$ cat src/hdl/tfn_pkg.sv
// Shared types and widths for the triangle face normal pipeline.
// No dependencies.
`default_nettype none
package tfn_pkg;
    localparam int SQRT_CELLS = 35;   // root bits of a 70-bit sum of squares
    localparam int DIV_CELLS  = 15;   // quotient bits, max value 16384
    localparam logic [14:0] ONE_Q14 = 15'd16384;

    typedef struct packed {
        logic signed [15:0] ax;
        logic signed [15:0] ay;
        logic signed [15:0] az;
        logic signed [15:0] bx;
        logic signed [15:0] by_coord;
        logic signed [15:0] bz;
        logic signed [15:0] cx;
        logic signed [15:0] cy;
        logic signed [15:0] cz;
    } t_tri;

    typedef struct packed {
        logic signed [15:0] norm_x;
        logic signed [15:0] norm_y;
        logic signed [15:0] norm_z;
        logic               degenerate;
    } t_norm;

    // square root cell payload: cross product, remainder, partial root
    typedef struct packed {
        logic [2:0][34:0] n;
        logic [69:0]      x;
        logic [69:0]      res;
    } t_sq_stage;

    // divider cell payload: signs, deg flag, length, remainders, quotients
    typedef struct packed {
        logic [2:0]       neg;
        logic             deg;
        logic [34:0]      len;
        logic [2:0][49:0] r;
        logic [2:0][14:0] q;
    } t_dv_stage;
endpackage
`default_nettype wire

$ cat src/hdl/tfn_div_cell.sv
// One quotient bit for all three components of the normal.
// Depends on tfn_pkg.
`default_nettype none
module tfn_div_cell (
    input  wire                     i_clk,
    input  wire                     i_rst_n,
    input  wire                     i_en,
    input  wire  [3:0]              i_idx,
    input  wire                     i_v,
    input  wire tfn_pkg::t_dv_stage i_d,
    output logic                    o_v,
    output tfn_pkg::t_dv_stage      o_d
);
    import tfn_pkg::*;

    logic [49:0] w_div;

    // cell k weighs quotient bit 14-k
    assign w_div = 50'(i_d.len) << (4'd14 - i_idx);

    always_ff @(posedge i_clk) begin
        if (!i_rst_n) begin
            o_v <= 1'b0;
        end else if (i_en) begin
            o_v <= i_v;
        end
    end

    always_ff @(posedge i_clk) begin
        if (i_en) begin
            o_d.neg <= i_d.neg;
            o_d.deg <= i_d.deg;
            o_d.len <= i_d.len;
            for (int c = 0; c < 3; c++) begin
                if (i_d.r[c] >= w_div) begin
                    o_d.r[c] <= i_d.r[c] - w_div;
                    o_d.q[c] <= {i_d.q[c][13:0], 1'b1};
                end else begin
                    o_d.r[c] <= i_d.r[c];
                    o_d.q[c] <= {i_d.q[c][13:0], 1'b0};
                end
            end
        end
    end
endmodule
`default_nettype wire

$ cat config.mk
export PLATFORM = sky130hd
export DESIGN_NAME = tfn_div_cell
export DESIGN_NICKNAME = d
export VERILOG_FILES = /design/src/hdl/tfn_pkg.sv /design/src/hdl/tfn_div_cell.sv
export SDC_FILE = /design/constraint.sdc
export NUM_CORES = 1
export LEC_CHECK = 0
export ABC_AREA = 0
export BUFFER_PORTS_ARGS = -buffer_cell sky130_fd_sc_hd__buf_4
export CORE_MARGIN = 2
export CORE_UTILIZATION = 35
export CTS_BUF_LIST = sky130_fd_sc_hd__clkbuf_2
export DETAILED_ROUTE_END_ITERATION = 16
export MAX_ROUTING_LAYER = met4
export PLACE_DENSITY_LB_ADDON = 0.05
export SETUP_SLACK_MARGIN = 0.2
export SYNTH_ARGS = -nofsm -noshare
export SYNTH_HDL_FRONTEND = slang
export SYNTH_SLANG_ARGS = --single-unit
$ cat constraint.sdc
create_clock -name i_clk -period 12.1 [get_ports i_clk]
set_clock_uncertainty 0.15 [all_clocks]
set_input_delay 1.815 -clock i_clk [delete_from_list [all_inputs] [get_ports i_clk]]
set_output_delay 1.815 -clock i_clk [all_outputs]
set_load 0.02 [all_outputs]
==> summary.txt, run 1 <==
Status
  – Outcome: finished, final reports clean

Drt
  – Total Wirelength: approximately 77 mm
  – Antenna Nets Post-Route: 0
  – First-pass iteration count of the detailed router: 5
  – Initial drt markers: around 1.3k
  – Via density: between 5 and 6
  – Routed vias: approximately 18k
  – Wire per inst: approximately 23 µm
  – Drt drc: 0

Critical path
  – RR Startpoint: o_v$_SDFFE_PN0P_
  – Setup crit start: i_idx[0]
  – CP Data Arrival Time: roughly 9.7 ns
  – Crit end category: flip-flop
  – Setup CP Type: in -> reg
  – CP required: approximately 13 ns
  – Setup crit start kind: input port
  – CP Max Fanout: 45

Placement
  – Gpl congestion: between 0.9 and 1
  – Area after DPL: about 24,000 µm²
  – Dpl ws: 2.16 ns
  – Hpwl dp: between 60 and 70 mm
  – Port buffer count: between 400 and 500
  – Post-Place Cells: between 3k and 4k

Finish
  – Post-Layout Cell Count: 3,405
  – Final Cell Area: ~25,000 µm²
  – Final-stage net count: 2,956
  – Fraction of final layout cells sized beyond drive strength 1: 0.265
  – Syn-to-layout area delta: 25.2%
  – Final core occ: 0.445

Floorplanning
  – I/O pins: ~480
  – Initial Util: 0.356
  – Die Width: 241 µm
  – Core Rows: 86
  – Core box area: approximately 55,000 µm²
  – Die footprint: roughly 58,000 µm²
  – Die Y: between 200 and 250 µm

GRT
  – GR Overflow Total: 0
  – Via count of the first global-routing pass: between 15k and 20k
  – Initial antenna violation count: 3
  – Total Routing Usage GR: 0.264
  – Pin count of the biggest net entering global routing: 66
  – First-pass GRT wire length: around 110 mm

STA
  – Fmax: 0.111 GHz
  – Worst Max-Slew Pin Slew: roughly 1.3 ns
  – Final WS setup: roughly 3 ns
  – Rel. slew slack: 0.156
  – Hold Slack: around 0.38 ns
  – Setup TNS: 0 ns
  – Fin. Hold Viols: 0
  – Max-slew violation count: 0
  – Final period util: 0.748
  – Period minus WS final: around 9.0 ns
  – Final setup fails: 0
  – RSZ-0062 raised after global routing: false

Clock tree
  – CTS H-Tree Depth: 3
  – Clk root buf: clkbuf_2
  – Post-cts gate resize count: 0
  – CTS hold repair buffers: 0
  – Number of buffers created by CTS: about 70
  – TritonCTS clock tree: built
  – Setup Fix Bufs, Post-CTS: 0
  – CTS max path bufs: 3
  – Clock Latency Late Sink: 0.98 ns
  – CTS clk-pin slew, worst paths: 0.08 ns
  – Sink Count: ~240

Yosys
  – Sequential fraction of the synthesis area: 0.358
  – Top_reg_cell synth: edfxtp_1
  – Post-synth top area share: 0.357
  – Asr flop ratio synth: 0
  – Post-synth top area cell: edfxtp_1
  – Cell variety after synth: a little over 80
  – Post-synth EDFFs: 234
  – Net Count, Synth: between 2k and 3k
  – Post-Synthesis Cell Area: slightly below 20,000 µm²
  – Yosys reg bits: 235
  – Synth warnings: 0
  – Synth Area per Inst: roughly 9.1 µm²
  – Synth area leaders: edfxtp_1, ha_1, xnor2_1
  – Mapped Cells: approximately 2.2k

Power and ir drop
  – Peak supply drop: 0.0000613 V
  – Leakage power: between 10 and 15 nW
  – Tot Pwr: ~3.9 mW
  – Pwr per Cell Area: ~160 nW/µm²

Min path
  – Worst Min Path Start: o_v$_SDFFE_PN0P_
  – Hold Path Class: reg -> reg

Job
  – Max_cap viols: 0
## sequential cells by signal, indices dropped and copies added (netlist names)
signal and cells:
o_d 234, o_v 1
## power by group
group | total [mW] | internal (mW) | switching, mW | leakage (nW)
registers | 1.15 | 1.10 | 0.0540 | 2.30
clock network | 0.687 | 0.307 | 0.380 | 0.504
logic | 2.04 | 0.803 | 1.24 | 7.56
## cell usage in the layout (no fill, tap or decap), types with 8 or more instances in the layout
| cell | n |
|---|---|
| and3_1 | 12 |
| or2_2 | 15 |
| a21boi_0 | 8 |
| clkbuf_2 | 100 |
| nor4_1 | 14 |
| mux2i_1 | 48 |
| o21ai_1 | 15 |
| nand2b_1 | 20 |
| ha_1 | 106 |
| o21bai_1 | 24 |
| o21a_1 | 16 |
| nand3_1 | 43 |
| inv_1 | 57 |
| nand4_1 | 40 |
| o211ai_1 | 13 |
| xnor2_1 | 128 |
| or3_1 | 12 |
| a31oi_1 | 36 |
| xor2_1 | 80 |
| nor3_1 | 31 |
| nand2_1 | 212 |
| edfxtp_1 | 234 |
| nor2b_1 | 26 |
| nor2_1 | 185 |
| a211oi_1 | 9 |
| and2_1 | 15 |
| maj3_1 | 34 |
| mux4_2 | 16 |
| o31ai_1 | 14 |
| buf_4 | 500 |
| a21o_1 | 80 |
| a21oi_1 | 183 |
| clkinv_1 | 15 |
| a211o_1 | 9 |
| o21ai_0 | 145 |
| mux2_2 | 41 |
## metal layers
| metal | global-route usage | routed length (µm) | up-vias |
|---|---|---|---|
| met2 | 0.423 | 36200 | 610 |
| met5 | - | 0 | - |
| met4 | 0.0546 | 878 | 0 |
| li1 | - | - | 8895 |
| met3 | 0.0464 | 4950 | 63 |
| met1 | 0.350 | 34700 | 8862 |
## cells by family after synthesis
| kind of cell | Yosys count | synth area share |
|---|---|---|
| AOI/OAI and AO/OA | 616 | 0.195 |
| xor gates and xnor gates | 212 | 0.0948 |
| adders and majority gates | 146 | 0.0895 |
| buffers and inverters | 181 | 0.0384 |
| DFF | 235 | 0.358 |
| muxes | 108 | 0.0679 |
| and+or+nand+nor | 655 | 0.156 |
## cell usage after synthesis (8+ instances only)
cell / number
or2_2: 15
edfxtp_1: 234
o21a_1: 16
a211oi_1: 10
ha_1: 106
and2_1: 15
a21o_1: 80
nand2_1: 212
nor2_1: 185
nand3_1: 43
buf_1: 8
mux2i_1: 48
buf_2: 33
o211ai_1: 13
xor2_1: 82
nor3_1: 31
nor2b_1: 26
clkbuf_1: 75
xnor2_1: 129
o21ai_1: 16
a211o_1: 9
a31oi_1: 36
a21oi_1: 183
o21bai_1: 24
a21boi_0: 8
maj3_1: 34
nand2b_1: 20
nand4_1: 40
o31ai_1: 14
and3_1: 12
inv_1: 57
o21ai_0: 145
mux2_2: 41
mux4_2: 16
nor4_1: 14
or3_1: 12
## final cells by class
cell class,instances,area (µm²)
timing repair buffer,501,3770
clock buffer,100,500
inverter,59,221
clock inverter,22,198
antenna,3,7.51
sequential,235,7050
fill,5659,30700
multi-input combinational,1737,12000
tap,748,936
## final timing paths
check / cells after the start / endpoint / slack (ns)
max: 21 / o_d[185]$_DFFE_PP_ / 3.05
min: 2 / o_v$_SDFFE_PN0P_ / 0.38
max reg2reg: 2 / o_v$_SDFFE_PN0P_ / 11.36
min reg2reg: 2 / o_v$_SDFFE_PN0P_ / 0.38
## worst max-delay path, cell delays in order
cell and delay (ns):
buf_4 0.39, ha_1 0.89, mux2_2 0.44, mux2i_1 0.51
nor2_1 0.07, o21ai_0 0.59, ha_1 0.27, o21a_1 0.15
a21oi_1 0.10, o21bai_1 0.14, a21oi_1 0.25, o21ai_0 0.30
nand4b_1 0.20, a21boi_0 0.40, o21a_1 0.32, o21ai_0 0.37
o21ai_4 0.97, buf_4 0.57, inv_1 0.43, and2_0 0.28
a31o_2 0.21
Note: power is estimated with default switching activity, not from simulation.
==> run 2: changes to the inputs <==
- clock period: 12.1 -> 7.7 ns (I/O delays scaled with it)
==> run 2 against run 1 <==
Design area increased by 2.3%; first-iteration DRC count decreased by 2.6%; count of clock-buffer cells in the layout fell by 8; sequential power up 57%; combinational power is 63% higher; clock power up 40%; global-route usage grew 0.41 points; non-clock buffer count is 79 higher; total power grew 57%; register-to-register slack got worse by 4.4 ns; critical path type unchanged; largest cell class unchanged; highest routed layer unchanged.
==> summary.txt, run 2 (synthesis results as in run 1) <==
Drt
  – First-pass iteration count of the detailed router: 6 (was 5)
  – Antenna Nets Post-Route: 0 (unchanged)
  – Wire per inst: 22.3 µm (was 22.5 µm)
  – Initial drt markers: 1,287 (was 1,322)
  – Routed vias: 18.7k (was 18.4k)
  – Drt drc: 0 (unchanged)
  – Total Wirelength: 77.6 mm (was 76.7 mm)
  – Via density: 5.36 (was 5.41)

Finish
  – Fillers: 5,564 (was 5,659)
  – Register Area: 7050 µm² (unchanged)
  – Post-Layout Cell Count: 3,481 (was 3,405)
  – Number of flip-flops in the largest register: 234 (unchanged)
  – Fraction of final layout cells sized beyond drive strength 1: 0.285 (was 0.265)
  – Final-stage net count: 3,034 (was 2,956)
  – Multi-input gate area: 12,000 µm² (unchanged)
  – Most common cell after layout, fill and taps aside: buf_4 (unchanged)
  – Biggest register: o_d (unchanged)
  – Most frequent cells in the layout: buf_4, edfxtp_1, nand2_1 (unchanged)
  – Syn-to-layout area delta: 28.1% (was 25.2%)
  – Largest regs: o_d: 234 flops, o_v: 1 flops (unchanged)

Critical path
  – R2R depth: 2 (unchanged)
  – CP Max Fanout: 16 (was 45)
  – Setup crit start kind: input port (unchanged)
  – Max incr delay on CP: 0.55 ns (was 0.97 ns)
  – CP Data Arrival Time: 7.29 ns (was 9.68 ns)
  – Crit end category: flip-flop (unchanged)
  – Critical Path End: o_d[46]$_DFFE_PP_ (was o_d[185]$_DFFE_PP_)
  – RR Startpoint: o_v$_SDFFE_PN0P_ (unchanged)
  – Worst path cell trace: buf_4 -> ha_1 -> mux2_2 -> mux2i_1 -> nor2_1 -> o21ai_0 -> ha_1 -> and3_1 -> and2_1 -> a221o_1 -> a21boi_0 -> o31a_1 -> nand4_1 -> a21oi_1 -> o21a_1 -> a211o_1 -> a221o_1 -> a2bb2oi_2 -> a31oi_4 -> buf_4 -> mux2_1 (was buf_4 -> ha_1 -> mux2_2 -> mux2i_1 -> nor2_1 -> o21ai_0 -> ha_1 -> o21a_1 -> a21oi_1 -> o21bai_1 -> a21oi_1 -> o21ai_0 -> nand4b_1 -> a21boi_0 -> o21a_1 -> o21ai_0 -> o21ai_4 -> buf_4 -> inv_1 -> and2_0 -> a31o_2)
  – Setup crit start: i_idx[0] (unchanged)
  – CP required: 8.27 ns (was 12.73 ns)
  – RR Endpoint: o_v$_SDFFE_PN0P_ (unchanged)
  – Flop-to-flop setup slack: 6.95 ns (was 11.36 ns)
  – Critical path's slowest cell: ha_1 (was o21ai_4)
  – Setup CP Type: in -> reg (unchanged)

Clock tree
  – CTS hold repair buffers: 0 (unchanged)
  – Clock Latency Late Sink: 1.00 ns (was 0.98 ns)
  – Sink Count: 235 (unchanged)
  – Number of buffers created by CTS: 70 (was 71)
  – CTS H-Tree Depth: 3 (unchanged)
  – Post-cts gate resize count: 0 (unchanged)
  – Setup Fix Bufs, Post-CTS: 0 (unchanged)
  – Clk root buf: clkbuf_2 (unchanged)
  – CTS max path bufs: 3 (unchanged)
  – CTS clk-pin slew, worst paths: 0.10 ns (was 0.08 ns)
  – TritonCTS clock tree: built (unchanged)

GRT
  – GR Overflow Total: 0 (unchanged)
  – GR Util met3: 0.0514 (was 0.0464)
  – Initial antenna violation count: 4 (was 3)
  – Total Routing Usage GR: 0.268 (was 0.264)
  – First-pass GRT wire length: 112 mm (was 111 mm)
  – Pin count of the biggest net entering global routing: 120 (was 66)
  – GR peak layer: met2 (unchanged)
  – Via count of the first global-routing pass: 17.8k (was 17.7k)
  – GR Layer Usage met2: 0.425 (was 0.423)
  – Met1 GRT Util: 0.358 (was 0.350)

Job
  – Max_cap viols: 0 (unchanged)

Placement
  – Post-Place Cells: 3,359 (was 3,280)
  – Gpl congestion: 0.959 (was 0.941)
  – Dpl ws: 0.0754 ns (was 2.16 ns)
  – Port buffer count: 473 (unchanged)
  – Hpwl dp: 63.6 mm (was 61.8 mm)

STA
  – RSZ-0062 raised after global routing: false (unchanged)
  – Rel. slew slack: 0.268 (was 0.156)
  – Worst Max-Slew Pin Slew: 1.08 ns (was 1.25 ns)
  – Setup TNS: 0 ns (unchanged)
  – Final period util: 0.873
  – Fin. Hold Viols: 0 (unchanged)
  – Fmax: about 0.15 GHz
  – Hold Slack: 0.120 ns (was 0.377 ns)
  – Max-slew violation count: 0 (unchanged)
  – Final WS setup: 0.975 ns (was 3.05 ns)
  – Period minus WS final: around 6.7 ns
  – Final setup fails: 0 (unchanged)

Status
  – Outcome: finished, final reports clean (unchanged)

Floorplanning
  – Die footprint: 58,100 µm² (unchanged)
  – Die Width: 241 µm (unchanged)
  – Die Y: 241 µm (unchanged)
  – I/O pins: 477 (unchanged)
  – Core Rows: 86 (unchanged)
  – Initial Util: 0.356 (unchanged)
  – Core box area: 55,300 µm² (unchanged)

Min path
  – Hold Path Class: in -> reg (was reg -> reg)
  – Hold path depth: 1 (was 2)

Power and ir drop
  – Tot Pwr: 6.10 mW (was 3.88 mW)
  – Leakage power: 10.7 nW (was 10.4 nW)
  – Peak supply drop: 0.000107 V (was 0.0000613 V)
  – Pwr per Cell Area: 242 nW/µm² (was 157 nW/µm²)
## run 2: cell count changes in the layout (fill, tap and decap cells not counted), sizes merged
cell      before  now
clkinvlp       1    0
clkbuf       100   92
diode          3    7
bufinv         4    2
buf          501  580
inv           59   61
clkinv        17   19
## run 2: worst max-delay path: cells and delay by family
| kind | cells | cell delay, ns |
|---|---|---|
| simple gates | 4 | 0.66 |
| mux | 3 | 1.02 |
| compound gates | 10 | 3.09 |
| fa+ha+maj | 2 | 0.92 |
| buf+inv | 2 | 0.42 |
## run 2: layout make-up
class / count / share of cell area
inverter: 59 / 0.00879
multi-input combinational: 1737 / 0.474
tap: 748 / 0.0371
sequential: 235 / 0.280
antenna: 7 / 0.000695
timing repair buffer: 580 / 0.176
clock buffer: 92 / 0.0183
clock inverter: 23 / 0.00571
## run 2: routing by layer
layer / routed length (µm) / part of all wire
met1: 35200 / 0.45
met2: 36300 / 0.47
met3: 5300 / 0.068
met4: 833 / 0.011
met5: 0 / 0
## run 2: how the worst min path moves through the flow
stage / start / end / slack (ns)
finish: i_d[34] / o_d[35]$_DFFE_PP_ / 0.12
global route: i_d[8] / o_d[9]$_DFFE_PP_ / 0.009
CTS: i_d[26] / o_d[27]$_DFFE_PP_ / 0.004
floorplan: o_v$_SDFFE_PN0P_ / o_v$_SDFFE_PN0P_ / 0.44
detailed placement: o_v$_SDFFE_PN0P_ / o_v$_SDFFE_PN0P_ / 0.37
global placement: o_v$_SDFFE_PN0P_ / o_v$_SDFFE_PN0P_ / 0.35
## run 2: power breakdown
group / switching [mW] / internal (mW)
Clock: 0.574 / 0.390
Sequential: 0.0818 / 1.72
Combinational: 1.98 / 1.35
Total: 2.63 / 3.47
## run 2: stage by stage
stage | cell area, µm² | util
after floorplan | 19700 | -
after global placement | 24600 | 0.444
after detailed placement | 24600 | 0.444
after CTS | 25200 | 0.455
after global routing | 25200 | 0.456
final | 25200 | 0.456
==> run 3: changes to the inputs <==
- GPL_ROUTABILITY_DRIVEN: not set -> 1
- GPL_TIMING_DRIVEN: not set -> 1
- PLACE_DENSITY: not set -> 0.66
- PLACE_DENSITY_LB_ADDON: 0.05 -> not set
==> run 3 against run 2 <==
First-iteration DRC count up 33%; final cell count increased by 0.43%; sequential power barely moved; critical path type unchanged; hold slack gained 0.020 ns; critical endpoint is now o_d[90]$_DFFE_PP_; global-route usage fell by 0.51 points; die area is the same; routed wire length down 1.2%; largest power group unchanged; combinational power about the same; sequential cell count unchanged; count of clock-buffer cells in the layout is 4 higher.
==> summary.txt, run 3 (synthesis results as in run 1) <==
Status
  – Outcome: finished, final reports clean (unchanged)

GRT
  – Via count of the first global-routing pass: 18.3k (was 17.8k)
  – Initial antenna violation count: 9 (was 4)
  – Pin count of the biggest net entering global routing: 122 (was 120)
  – First-pass GRT wire length: 111 mm (was 112 mm)
  – Total Routing Usage GR: 0.263 (was 0.268)
  – GR Overflow Total: 0 (unchanged)

STA
  – Max-slew violation count: 0 (unchanged)
  – Final setup fails: 0 (unchanged)
  – Final period util: 0.843 (was 0.873)
  – Final WS setup: 1.21 ns (was 0.975 ns)
  – Rel. slew slack: 0.260 (was 0.268)
  – Fmax: 0.154 GHz (was 0.149 GHz)
  – Worst Max-Slew Pin Slew: 1.09 ns (was 1.08 ns)
  – RSZ-0062 raised after global routing: false (unchanged)
  – Period minus WS final: 6.49 ns (was 6.73 ns)
  – Fin. Hold Viols: 0 (unchanged)
  – Setup TNS: 0 ns (unchanged)

Critical path
  – Buf/Inv on CP: 5 (was 2)
  – Worst path cell trace: buf_4 -> ha_1 -> mux2_2 -> mux2i_1 -> nor2_1 -> o21ai_0 -> buf_4 -> ha_1 -> and3_1 -> buf_4 -> a221o_1 -> a21boi_0 -> o31a_1 -> nand4_1 -> a21oi_1 -> o21a_1 -> a211o_1 -> a221o_1 -> a2bb2oi_2 -> a31oi_4 -> buf_12 -> inv_2 -> mux2_1 (was buf_4 -> ha_1 -> mux2_2 -> mux2i_1 -> nor2_1 -> o21ai_0 -> ha_1 -> and3_1 -> and2_1 -> a221o_1 -> a21boi_0 -> o31a_1 -> nand4_1 -> a21oi_1 -> o21a_1 -> a211o_1 -> a221o_1 -> a2bb2oi_2 -> a31oi_4 -> buf_4 -> mux2_1)
  – CP required: 8.30 ns (was 8.27 ns)
  – Setup crit start kind: input port (unchanged)
  – Crit end category: flip-flop (unchanged)
  – CP Data Arrival Time: 7.10 ns (was 7.29 ns)
  – Setup CP Type: in -> reg (unchanged)
  – CP Max Fanout: 37 (was 16)
  – CP most frequent cell: buf_4
  – Top delay family on crit path: compound AO/OA/AOI/OAI gates (unchanged)
  – Max incr delay on CP: 0.59 ns (was 0.55 ns)
  – Critical path's slowest cell: ha_1 (unchanged)

Finish
  – Biggest register: o_d (unchanged)
  – Final core occ: 0.459 (was 0.456)
  – Fraction of final layout cells sized beyond drive strength 1: 0.289 (was 0.285)
  – Number of flip-flops in the largest register: 234 (unchanged)
  – Syn-to-layout area delta: 29.0% (was 28.1%)
  – Most common cell after layout, fill and taps aside: buf_4 (unchanged)
  – Most frequent cells in the layout: buf_4, edfxtp_1, nand2_1 (unchanged)
  – Final Cell Area: 25,400 µm² (was 25,200 µm²)
  – Post-Layout Cell Count: 3,496 (was 3,481)
  – Largest regs: o_d: 234 flops, o_v: 1 flops (unchanged)
  – Final-stage net count: 3,042 (was 3,034)

Floorplanning
  – Die Width: 241 µm (unchanged)
  – I/O pins: 477 (unchanged)
  – Core box area: 55,300 µm² (unchanged)
  – Initial Util: 0.356 (unchanged)
  – Core Rows: 86 (unchanged)
  – Die footprint: 58,100 µm² (unchanged)
  – Die Y: 241 µm (unchanged)

Clock tree
  – Sink Count: 235 (unchanged)
  – Clk root buf: clkbuf_2 (unchanged)
  – TritonCTS clock tree: built (unchanged)
  – Clock Latency Late Sink: 1.01 ns (was 1.00 ns)
  – CTS clk-pin slew, worst paths: 0.09 ns (was 0.10 ns)
  – Post-cts gate resize count: 0 (unchanged)
  – CTS hold repair buffers: 0 (unchanged)
  – Number of buffers created by CTS: 70 (unchanged)
  – CTS max path bufs: 3 (unchanged)
  – Setup Fix Bufs, Post-CTS: 0 (unchanged)
  – CTS H-Tree Depth: 3 (unchanged)

Power and ir drop
  – Pwr per Cell Area: 243 nW/µm² (was 242 nW/µm²)
  – Leakage power: 10.8 nW (was 10.7 nW)
  – Peak supply drop: 0.000126 V (was 0.000107 V)

Drt
  – Via density: 5.40 (was 5.36)
  – Routed vias: 18.9k (was 18.7k)
  – First-pass iteration count of the detailed router: 7 (was 6)
  – Drt drc: 0 (unchanged)
  – Antenna Nets Post-Route: 0 (unchanged)
  – Wire per inst: 21.9 µm (was 22.3 µm)
  – Total Wirelength: 76.6 mm (was 77.6 mm)
  – Initial drt markers: 1,706 (was 1,287)

Placement
  – Port buffer count: 473 (unchanged)
  – Dpl ws: 0.332 ns (was 0.0754 ns)
  – Gpl congestion: 0.953 (was 0.959)
  – Area after DPL: 24,700 µm² (was 24,600 µm²)
  – Post-Place Cells: 3,367 (was 3,359)
  – Hpwl dp: 62.8 mm (was 63.6 mm)

Min path
  – Hold Path Class: in -> reg (unchanged)

Job
  – Max_cap viols: 0 (unchanged)
[run 3: where the power goes]
part | internal [mW] | total, mW | switching [mW]
logic | 1.37 | 3.34 | 1.97
clock network | 0.436 | 1.01 | 0.570
registers | 1.72 | 1.81 | 0.0850
total | 3.53 | 6.16 | 2.63
[run 3: cell type report]
type,instances,area (µm²)
repair buffers,588,4530
inverters,59,221
clock inverters,19,165
flip-flops and latches,235,7050
diodes,14,35.0
fillers,5494,29900
well taps,748,936
clock buffers,96,480
multi-input cells,1737,12000
[run 3: worst paths after layout]
path,from,to,slack (ns),cells after the start
max reg2reg,o_v$_SDFFE_PN0P_,o_v$_SDFFE_PN0P_,6.96,2
min reg2reg,o_v$_SDFFE_PN0P_,o_v$_SDFFE_PN0P_,0.38,2
min,i_d[12],o_d[13]$_DFFE_PP_,0.14,1
max,i_idx[0],o_d[90]$_DFFE_PP_,1.21,23
[run 3: stage by stage]
stage / hold slack, ns / total power, mW
5_1_grt: 0.0339 / 6.55
4_1_cts: 0.0151 / 6.18
2_1_floorplan: 0.439 / 3.87
3_3_place_gp: 0.348 / 5.12
6_report: 0.140 / 6.16
3_5_place_dp: 0.359 / 5.14
[run 3: metal layers]
metal | vias to the layer above | global-route usage | wire length, µm
met3 | 77 | 0.0389 | 5240
met2 | 713 | 0.426 | 37100
li1 | 9077 | - | -
met1 | 9008 | 0.344 | 33000
met4 | 0 | 0.0685 | 1270
met5 | - | - | 0
